**config.mk**
```make
export PLATFORM = sky130hd
export DESIGN_NAME = lru_page_replacement
export DESIGN_NICKNAME = d
export VERILOG_FILES = /design/src/hw/rtl/lru_pkg.sv /design/src/hw/rtl/lru_cell.sv /design/src/hw/rtl/lru_page_replacement.sv
export SDC_FILE = /design/constraint.sdc
export NUM_CORES = 1
export LEC_CHECK = 0
export BUFFER_PORTS_ARGS = -buffer_cell sky130_fd_sc_hd__buf_2
export CAP_MARGIN = 20
export CORE_MARGIN = 1
export CORE_UTILIZATION = 45
export DETAILED_ROUTE_END_ITERATION = 8
export HOLD_SLACK_MARGIN = 0.1
export PLACE_DENSITY_LB_ADDON = 0.05
export SETUP_SLACK_MARGIN = 0.5
export SLEW_MARGIN = 20
export SYNTH_ARGS = -nofsm -noshare
export SYNTH_HDL_FRONTEND = slang
export SYNTH_SLANG_ARGS = --single-unit
```
**constraint.sdc**
```tcl
create_clock -name clk -period 9.3 [get_ports clk]
set_input_delay 0.93 -clock clk [delete_from_list [all_inputs] [get_ports clk]]
set_output_delay 0.93 -clock clk [all_outputs]
set_load 0.03 [all_outputs]
```
**src/hw/rtl/lru_pkg.sv**
```systemverilog
`timescale 1ns / 1ps
`default_nettype none
// ----------------------------------------------------------------------------
// LRU page replacement package
// Shared constants and the link structures that run along the cell row.
// ----------------------------------------------------------------------------
package lru_pkg;

  localparam int CFG_W         = 5;
  localparam int FAULT_W       = 32;
  localparam int FRAMES_DEF    = 16;
  localparam int PAGE_BITS_DEF = 20;
  localparam logic [CFG_W-1:0] FRAMES_RESET = 5'd16;

  // Status that ripples from the most recent cell toward the least recent.
  typedef struct packed {
    logic match_seen;  // some cell nearer the top holds the referenced page
    logic full_seen;   // the cell at the frame limit holds a resident page
    logic valid;       // the sending cell holds a resident page
  } link_t;

  // Decision broadcast back to every cell.
  typedef struct packed {
    logic hit;
    logic full;
  } ctrl_t;

endpackage
`default_nettype wire

```
**src/hw/rtl/lru_cell.sv**
```systemverilog
`timescale 1ns / 1ps
`default_nettype none
// ----------------------------------------------------------------------------
// LRU recency cell
// Holds one stack position and moves the neighbor's entry in when it shifts.
// ----------------------------------------------------------------------------
module lru_cell #(
  parameter int PAGE_BITS = lru_pkg::PAGE_BITS_DEF,
  parameter int LIM_W     = 5,
  parameter int IDX       = 0
) (
  input  wire                       clk,
  input  wire                       rst_n,
  input  wire                       upd,
  input  wire lru_pkg::ctrl_t       ctrl,
  input  wire  [LIM_W-1:0]          lim,
  input  wire  [PAGE_BITS-1:0]      page,
  input  wire lru_pkg::link_t       link_in,
  input  wire  [PAGE_BITS-1:0]      data_in,
  input  wire  [PAGE_BITS-1:0]      evict_in,
  output lru_pkg::link_t            link_out,
  output logic [PAGE_BITS-1:0]      data_out,
  output logic [PAGE_BITS-1:0]      evict_out
);

  localparam logic [LIM_W-1:0] POS = LIM_W'(IDX + 1);

  logic [PAGE_BITS-1:0] entry_r, entry_nxt;
  logic                 valid_r, valid_nxt;
  logic                 match;
  logic                 shift;

  assign match = valid_r && (entry_r == page);

  // On a hit everything above the hit moves down; on a miss the row moves
  // down to the first empty cell, or to the last resident one when full.
  always_comb begin
    shift = 1'b0;
    if (!link_in.match_seen) begin
      if (ctrl.hit) begin
        shift = 1'b1;
      end else if (ctrl.full) begin
        shift = valid_r;
      end else begin
        shift = link_in.valid;
      end
    end
    entry_nxt = entry_r;
    valid_nxt = valid_r;
    if (upd && shift) begin
      entry_nxt = data_in;
      valid_nxt = valid_r | link_in.valid;
    end
  end

  always_ff @(posedge clk) begin
    entry_r <= entry_nxt;
  end

  always_ff @(posedge clk) begin
    if (!rst_n) begin
      valid_r <= 1'b0;
    end else begin
      valid_r <= valid_nxt;
    end
  end

  assign link_out.match_seen = link_in.match_seen | match;
  assign link_out.full_seen  = link_in.full_seen | (valid_r && (lim == POS));
  assign link_out.valid      = valid_r;
  assign data_out            = entry_r;
  assign evict_out           = valid_r ? entry_r : evict_in;

endmodule
`default_nettype wire

```
**src/hw/rtl/lru_page_replacement.sv**
```systemverilog
`timescale 1ns / 1ps
`default_nettype none
// ----------------------------------------------------------------------------
// LRU page replacement
// Fully associative recency stack built as a row of compare-and-shift cells.
// ----------------------------------------------------------------------------
// Usage:
//   Each input transaction on in_* carries one page reference. Every
//   reference produces exactly one result transaction on out_*: the fault
//   flag, the running saturating fault count and the evicted page, if any.
//   The cfg_* port writes the number of usable frames; a value of zero acts
//   as one and values above FRAMES act as FRAMES. Write it only while idle.
// Timing:
//   A reference is compared against all resident pages at once and the
//   stack is shifted in the same cycle, so the block takes one reference
//   per clock while the receiver does not stall. The result appears in the
//   output register on the cycle after acceptance. The critical path is the
//   page compare followed by the hit and full ripple along the cell row.
// Reset and flow control:
//   Reset empties the stack, clears the fault count and sets the frame limit
//   to 16. When the receiver stalls, the held result keeps in_stall high, so
//   no reference is taken until the result has been accepted.
// ----------------------------------------------------------------------------
module lru_page_replacement #(
  parameter int FRAMES    = lru_pkg::FRAMES_DEF,
  parameter int PAGE_BITS = lru_pkg::PAGE_BITS_DEF
) (
  input  wire                          clk,
  input  wire                          rst_n,
  input  wire                          cfg_wr_en,
  input  wire  [lru_pkg::CFG_W-1:0]    cfg_wr_data,
  input  wire                          in_valid,
  output logic                         in_stall,
  input  wire  [PAGE_BITS-1:0]         in_page,
  output logic                         out_valid,
  input  wire                          out_stall,
  output logic                         out_fault,
  output logic [lru_pkg::FAULT_W-1:0]  out_fault_count,
  output logic                         out_evicted_valid,
  output logic [PAGE_BITS-1:0]         out_evicted_page
);

  localparam int LIM_W = (FRAMES < 2) ? 1 : $clog2(FRAMES + 1);

  logic [lru_pkg::CFG_W-1:0]   frames_r;
  logic [LIM_W-1:0]            lim;
  logic                        in_accept;
  lru_pkg::ctrl_t              ctrl;
  lru_pkg::link_t              link_w [FRAMES+1];
  logic [PAGE_BITS-1:0]        data_w [FRAMES+1];
  logic [PAGE_BITS-1:0]        ev_w   [FRAMES+1];
  logic [FRAMES-1:0]           valid_vec;

  logic [lru_pkg::FAULT_W-1:0] fault_cnt_r, fault_cnt_nxt;
  logic                        out_valid_r, out_valid_nxt;
  logic                        out_fault_r;
  logic                        out_ev_valid_r;
  logic [PAGE_BITS-1:0]        out_ev_page_r;

  // Configuration register.
  always_ff @(posedge clk) begin
    if (!rst_n) begin
      frames_r <= lru_pkg::FRAMES_RESET;
    end else if (cfg_wr_en) begin
      frames_r <= cfg_wr_data;
    end
  end

  // Effective frame limit, clamped to one through FRAMES.
  always_comb begin
    if (frames_r == '0) begin
      lim = LIM_W'(1);
    end else if (32'(frames_r) > FRAMES) begin
      lim = LIM_W'(FRAMES);
    end else begin
      lim = LIM_W'(frames_r);
    end
  end

  // A new reference is taken whenever the output register is free or
  // being emptied in this cycle.
  assign in_stall  = out_valid_r && out_stall;
  assign in_accept = in_valid && !in_stall;

  // Head of the row: the new page enters cell 0, which always loads.
  assign link_w[0] = '{match_seen: 1'b0, full_seen: 1'b0, valid: 1'b1};
  assign data_w[0] = in_page;
  assign ev_w[0]   = '0;

  genvar g;
  generate
    for (g = 0; g < FRAMES; g++) begin : g_cell
      lru_cell #(
        .PAGE_BITS (PAGE_BITS),
        .LIM_W     (LIM_W),
        .IDX       (g)
      ) u_cell (
        .clk       (clk),
        .rst_n     (rst_n),
        .upd       (in_accept),
        .ctrl      (ctrl),
        .lim       (lim),
        .page      (in_page),
        .link_in   (link_w[g]),
        .data_in   (data_w[g]),
        .evict_in  (ev_w[g]),
        .link_out  (link_w[g+1]),
        .data_out  (data_w[g+1]),
        .evict_out (ev_w[g+1])
      );
      assign valid_vec[g] = link_w[g+1].valid;
    end
  endgenerate

  // The tail of the row gives the hit and full decisions and, because the
  // resident cells form a contiguous run from the top, the least recent
  // resident page.
  assign ctrl.hit  = link_w[FRAMES].match_seen;
  assign ctrl.full = link_w[FRAMES].full_seen;

  always_comb begin
    fault_cnt_nxt = fault_cnt_r;
    if (in_accept && !ctrl.hit && (fault_cnt_r != '1)) begin
      fault_cnt_nxt = fault_cnt_r + 1'b1;
    end
    out_valid_nxt = out_valid_r;
    if (in_accept) begin
      out_valid_nxt = 1'b1;
    end else if (!out_stall) begin
      out_valid_nxt = 1'b0;
    end
  end

  always_ff @(posedge clk) begin
    if (!rst_n) begin
      fault_cnt_r <= '0;
      out_valid_r <= 1'b0;
    end else begin
      fault_cnt_r <= fault_cnt_nxt;
      out_valid_r <= out_valid_nxt;
    end
  end

  always_ff @(posedge clk) begin
    if (in_accept) begin
      out_fault_r    <= !ctrl.hit;
      out_ev_valid_r <= !ctrl.hit && ctrl.full;
      out_ev_page_r  <= (!ctrl.hit && ctrl.full) ? ev_w[FRAMES] : '0;
    end
  end

  // The counter only moves on acceptance, which is blocked while a result
  // waits, so it still matches the held result.
  assign out_valid         = out_valid_r;
  assign out_fault         = out_fault_r;
  assign out_fault_count   = fault_cnt_r;
  assign out_evicted_valid = out_ev_valid_r;
  assign out_evicted_page  = out_ev_page_r;

  // Resident cells always form one run starting at the top of the stack.
  a_valid_run : assert property (@(posedge clk) disable iff (!rst_n)
    ((valid_vec & (valid_vec + 1'b1)) == '0))
    else $error("resident cells are not contiguous from the top");

  // A hit neither grows nor shrinks the resident set.
  a_hit_keeps_occ : assert property (@(posedge clk) disable iff (!rst_n)
    (in_accept && ctrl.hit) |=> (valid_vec == $past(valid_vec)))
    else $error("hit changed the resident set");

  // The referenced page is on top after every transaction.
  a_top_is_page : assert property (@(posedge clk) disable iff (!rst_n)
    in_accept |=> (valid_vec[0] && (data_w[1] == $past(in_page))))
    else $error("referenced page not at the top of the stack");

  // A miss advances the fault count unless it has saturated.
  a_fault_count : assert property (@(posedge clk) disable iff (!rst_n)
    (in_accept && !ctrl.hit) |=>
      ((fault_cnt_r != $past(fault_cnt_r)) || (fault_cnt_r == '1)))
    else $error("fault count did not advance on a miss");

  // An eviction only ever comes with a fault.
  a_evict_fault : assert property (@(posedge clk) disable iff (!rst_n)
    out_valid_r |-> (!out_ev_valid_r || out_fault_r))
    else $error("eviction reported without a fault");

endmodule
`default_nettype wire
```
==> flow_summary.html <==
<table>
<tr><th>Metric</th><th>Value</th></tr>
<tr><th colspan="2">Final layout</th></tr>
<tr><td>Summed area of non-filler cells in the final layout</td><td>roughly 22000 um2</td></tr>
<tr><td>Area added between synthesis and finish</td><td>10.1%</td></tr>
<tr><td>Final #Nets</td><td>1790</td></tr>
<tr><td>Inserted Diodes</td><td>0</td></tr>
<tr><td>Total of fill cells in the finished design</td><td>3962</td></tr>
<tr><td>Final standard cell utilization of the core</td><td>50.5%</td></tr>
<tr><td>Fin cells</td><td>2384</td></tr>
<tr><td>Fraction of layout cells with a size suffix above 1</td><td>11.6%</td></tr>
<tr><th colspan="2">STA</th></tr>
<tr><td>Final worst clock skew</td><td>~0.018 ns</td></tr>
<tr><td>Final setup violating endpoints</td><td>0</td></tr>
<tr><td>Final worst-path cycle share</td><td>between 40 and 50%</td></tr>
<tr><td>Number of hold violations in the final report</td><td>0</td></tr>
<tr><td>Post-route minimum period</td><td>4.14 ns</td></tr>
<tr><td>Number of max-slew violations in the final report</td><td>0</td></tr>
<tr><td>RSZ-0062 raised after global routing</td><td>no</td></tr>
<tr><td>Transition time at the pin with the least slew margin</td><td>about 1.1 ns</td></tr>
<tr><td>Max-slew headroom at the worst pin</td><td>25.6%</td></tr>
<tr><td>Fin Setup TNS</td><td>0 ns</td></tr>
<tr><td>Upper clock frequency limit</td><td>241 MHz</td></tr>
<tr><th colspan="2">Logic synthesis</th></tr>
<tr><td>Ys async rst share</td><td>0%</td></tr>
<tr><td>Dominant cells by area after synthesis</td><td>edfxtp_1 (50%), xnor2_1 (10%), dfxtp_1 (5.3%), xor2_1 (3.7%), nand4_1 (3.0%)</td></tr>
<tr><td>Simple-gate share of the synthesized area</td><td>13.5%</td></tr>
<tr><td>Mean post-synth cell area</td><td>about 12 um2</td></tr>
<tr><td>Synth Warn #</td><td>0</td></tr>
<tr><td>Number of synthesized flops with an enable pin</td><td>about 340</td></tr>
<tr><td>Complex-gate fraction of the synthesized area</td><td>between 10 and 15%</td></tr>
<tr><td>Seq cells post-synth</td><td>slightly below 400</td></tr>
<tr><td>Adder and majority cell fraction of the synthesized area</td><td>0.0613%</td></tr>
<tr><td>Synthesized area</td><td>20400 um2</td></tr>
<tr><td>Post-synthesis xor/xnor area fraction</td><td>13.7%</td></tr>
<tr><td>Post-synthesis net count</td><td>1757</td></tr>
<tr><td>Largest family of logic cells by synthesized area</td><td>XOR/XNOR gates</td></tr>
<tr><td>Number of standard cells after synthesis</td><td>1726</td></tr>
<tr><td>Largest area contributor in the netlist</td><td>edfxtp_1</td></tr>
<tr><td>Unique cell type count in the Yosys netlist</td><td>64</td></tr>
<tr><td>Post-synthesis sequential area ratio</td><td>55.6%</td></tr>
<tr><td>Top cell type's share of synthesized area</td><td>50.3%</td></tr>
<tr><td>Proportion of synthesized area in mux cells</td><td>under 10%</td></tr>
<tr><td>Predominant post-synthesis flop cell</td><td>edfxtp_1</td></tr>
<tr><th colspan="2">Routing</th></tr>
<tr><td>Number of detailed-routing iterations run before antenna repair</td><td>7</td></tr>
<tr><td>Number of remaining DRC errors</td><td>0</td></tr>
<tr><td>DRC marker count from the first detailed-route iteration</td><td>around 1100</td></tr>
<tr><td>Vias per inst</td><td>6.05</td></tr>
<tr><td>Total wire length</td><td>62300 um</td></tr>
<tr><td>Detailed-route via count</td><td>roughly 14000</td></tr>
<tr><td>Final ANT Viol Nets</td><td>0</td></tr>
<tr><td>Average wire length per cell after detail routing</td><td>roughly 26 um</td></tr>
<tr><th colspan="2">CTS</th></tr>
<tr><td>Number of clock buffers inserted by TritonCTS</td><td>46</td></tr>
<tr><td>TritonCTS Sinks</td><td>396</td></tr>
<tr><td>CTS root buf</td><td>clkbuf_16</td></tr>
<tr><td>Hold bufs inserted after CTS</td><td>0</td></tr>
<tr><td>Number of buffers on the longest clock path</td><td>3</td></tr>
<tr><td>CTS tree</td><td>yes</td></tr>
<tr><td>Clock latency at the later pin of the worst-skew pair</td><td>0.58 ns</td></tr>
<tr><td>Number of gates resized after CTS</td><td>0</td></tr>
<tr><td>Clock slew at reported path FFs</td><td>0.06 ns</td></tr>
<tr><td>Depth of the CTS H-tree</td><td>2</td></tr>
<tr><td>Number of buffers inserted by post-CTS setup repair</td><td>0</td></tr>
<tr><th colspan="2">Setup path</th></tr>
<tr><td>Worst setup EP type</td><td>flop</td></tr>
<tr><td>Destination of the worst register-to-register timing path</td><td>g_cell[9].u_cell.data_out[5]$_DFFE_PP_</td></tr>
<tr><td>Crit path DAT</td><td>between 4 and 5 ns</td></tr>
<tr><td>Type of the worst setup path</td><td>input port to flop</td></tr>
<tr><td>Buffer and inverter count on the worst path</td><td>2</td></tr>
<tr><td>Worst-path fanout max</td><td>20</td></tr>
<tr><td>Family with the most delay on the worst path</td><td>simple AND/OR/NAND/NOR gates</td></tr>
<tr><td>Reg-to-reg slack, setup</td><td>5.54 ns</td></tr>
<tr><td>Cells on worst reg2reg path</td><td>8</td></tr>
<tr><td>Cell chain of the critical path</td><td>buf_2 -&gt; xnor2_1 -&gt; nand4_1 -&gt; nor4_1 -&gt; nand4_1 -&gt; nand3_1 -&gt; nor4_2 -&gt; buf_4 -&gt; a21oi_2</td></tr>
<tr><td>Required @ worst endpoint</td><td>9.49 ns</td></tr>
<tr><td>Cell with the most instances on the worst path</td><td>nand4_1</td></tr>
<tr><td>Origin of the critical flop-to-flop path</td><td>g_cell[6].u_cell.data_out[3]$_DFFE_PP_</td></tr>
<tr><td>Standard cell with the maximum stage delay on the critical path</td><td>a21oi_2</td></tr>
<tr><td>CP max stage delay</td><td>between 0.8 and 0.9 ns</td></tr>
<tr><td>Setup crit start kind</td><td>input port</td></tr>
<tr><th colspan="2">Place</th></tr>
<tr><td>Standard cell area after detailed placement</td><td>21000 um2</td></tr>
<tr><td>Cells after DPL</td><td>2303</td></tr>
<tr><td>Gpl congestion</td><td>approximately 0.91</td></tr>
<tr><td>Port Buffer Count</td><td>85</td></tr>
<tr><td>Estimated wirelength of the detail-placed design</td><td>47700 um</td></tr>
<tr><th colspan="2">Power and ir drop</th></tr>
<tr><td>Static Leak</td><td>slightly above 7 nW</td></tr>
<tr><td>Maximum vdd ir drop</td><td>between 0.15 and 0.2 mV</td></tr>
<tr><td>Power density over the cells</td><td>181 nW/um2</td></tr>
<tr><td>Power after layout</td><td>4.06 mW</td></tr>
<tr><th colspan="2">Worst hold path</th></tr>
<tr><td>End of the worst hold path</td><td>out_fault_count[22]$_SDFFE_PN0P_</td></tr>
<tr><td>Hold/Removal Path Class</td><td>flop to flop</td></tr>
<tr><td>Hold wc startpoint</td><td>out_fault_count[22]$_SDFFE_PN0P_</td></tr>
<tr><td>Number of cells on the worst hold path</td><td>2</td></tr>
<tr><th colspan="2">Floorplanning</th></tr>
<tr><td>Standard-cell row count</td><td>77</td></tr>
<tr><td>Starting Density</td><td>45.9%</td></tr>
<tr><td>Die Span X</td><td>approximately 220 um</td></tr>
<tr><td>Die Area</td><td>46200 um2</td></tr>
<tr><td>Number of placed I/O pins</td><td>86</td></tr>
<tr><td>Height of the die</td><td>215 um</td></tr>
<tr><td>Core area</td><td>44500 um2</td></tr>
<tr><th colspan="2">Global routing</th></tr>
<tr><td>Antenna violations before repair</td><td>1</td></tr>
<tr><td>Global-route wire length before repair</td><td>92300 um</td></tr>
<tr><td>Largest net degree at the start of global routing</td><td>61</td></tr>
<tr><td>Global routing usage summed across all routing layers</td><td>26.9%</td></tr>
<tr><td>Vias in the first global route</td><td>approximately 15000</td></tr>
<tr><td>Global-route congestion overflow total</td><td>0</td></tr>
<tr><th colspan="2">Run</th></tr>
<tr><td>MaxCap Viol Count</td><td>0</td></tr>
<tr><th colspan="2">Run status</th></tr>
<tr><td>Run status</td><td>finished clean</td></tr>
</table>
==> tightest hold or removal path, stage by stage, from the launching register on <==
cell and delay (ns):
dfxtp_1 0.32, nand2_1 0.05, mux2i_1 0.05
==> power by group <==
part           internal (mW)  leakage [nW]  switching [mW]
Sequential              1.94          3.55          0.0248
Clock                   1.02         0.691           0.715
Combinational          0.117          2.82           0.247
==> cell families after synthesis <==
kind of cell               Yosys count
DFF                                396
muxes                               29
AOI/OAI and AO/OA                  319
xor gates and xnor gates           319
and+or+nand+nor                    499
adders and majority gates            1
buffers and inverters              163
==> final cells by class <==
type	count	area [um2]	share of cell area, %
Inverter	37	139	0.617
Timing Repair Buffer	111	621	2.76
Tap cell	592	741	3.29
Multi-Input combinational cell	1167	8220	36.6
Sequential cell	396	11400	50.5
Clock inverter	12	76.3	0.339
Clock buffer	69	1340	5.97
==> layer usage <==
layer / share of wire, % / up-vias / GRT usage (%)
met5: 0 / - / 0
met4: 5.6 / 0 / 14.9
met3: 4.9 / 149 / 3.14
met1: 40 / 7081 / 32.6
li1: - / 6677 / -
met2: 50 / 512 / 46.8
==> layout by cell type, fill, tap and decap left out, types with 7 or more instances in the layout <==
cell	Yosys	layout
xor2_1	86	86
dfxtp_1	54	54
clkinv_1	1	8
o211ai_1	20	20
inv_1	34	34
nand2_1	73	73
nor3_1	30	30
nand2b_1	21	21
or4_1	9	9
edfxtp_1	342	342
nand4_1	99	99
and3_1	10	10
buf_2	8	85
o311ai_0	7	7
buf_4	5	26
mux2i_1	29	29
o22ai_1	41	41
a222oi_1	20	20
o21ai_0	29	29
o31ai_1	17	17
nand3_1	53	53
or2_2	12	12
clkbuf_1	72	17
nor2_1	81	81
clkbuf_16	0	50
a22oi_1	42	42
a21oi_1	66	56
nor4_1	58	57
xnor2_1	233	233
a221oi_1	40	40
o41ai_1	15	14
nor3b_1	12	11
==> Yosys cell counts (all sizes together) (12+ instances only) <==
library cell	n
nor4	59
buf	54
a21oi	67
nor3b	12
edfxtp	342
nand2b	21
dfxtp	54
nor3	31
nand4	100
or2	12
o22ai	41
o31ai	17
a221oi	40
inv	36
o211ai	20
nand2	73
xor2	86
xnor2	233
nor2	81
a222oi	20
clkbuf	72
nand3	54
o21ai	31
a22oi	42
mux2i	29
o41ai	15
==> state kept, by name, summed over array words and instances (netlist names) <==
register / count
out_evicted_page: 20
out_valid: 1
g_cell.u_cell.valid_r: 16
g_cell.u_cell.data_out: 320
frames_r: 5
out_evicted_valid: 1
out_fault_count: 32
out_fault: 1
==> how the worst max path moves through the flow <==
stage,startpoint,cells past startpoint,to,slack [ns]
after floorplan,in_page[12],11,g_cell[13].u_cell.data_out[0]$_DFFE_PP_,4.72
after global placement,in_page[3],9,g_cell[2].u_cell.data_out[3]$_DFFE_PP_,4.57
after detailed placement,in_page[3],9,g_cell[3].u_cell.data_out[5]$_DFFE_PP_,4.57
after CTS,in_page[3],9,g_cell[3].u_cell.data_out[8]$_DFFE_PP_,5.18
after global routing,in_page[3],9,g_cell[9].u_cell.data_out[5]$_DFFE_PP_,4.96
final,in_page[3],9,g_cell[9].u_cell.data_out[5]$_DFFE_PP_,5.16
==> through the flow <==
stage               worst slack (ns)  hold slack (ns)
floorplan                       4.72            0.457
detailed placement              4.57            0.471
finish                          5.16            0.477
global placement                4.57            0.453
CTS                             5.18            0.483
global route                    4.96            0.502
(Power assumes the default switching activity.)
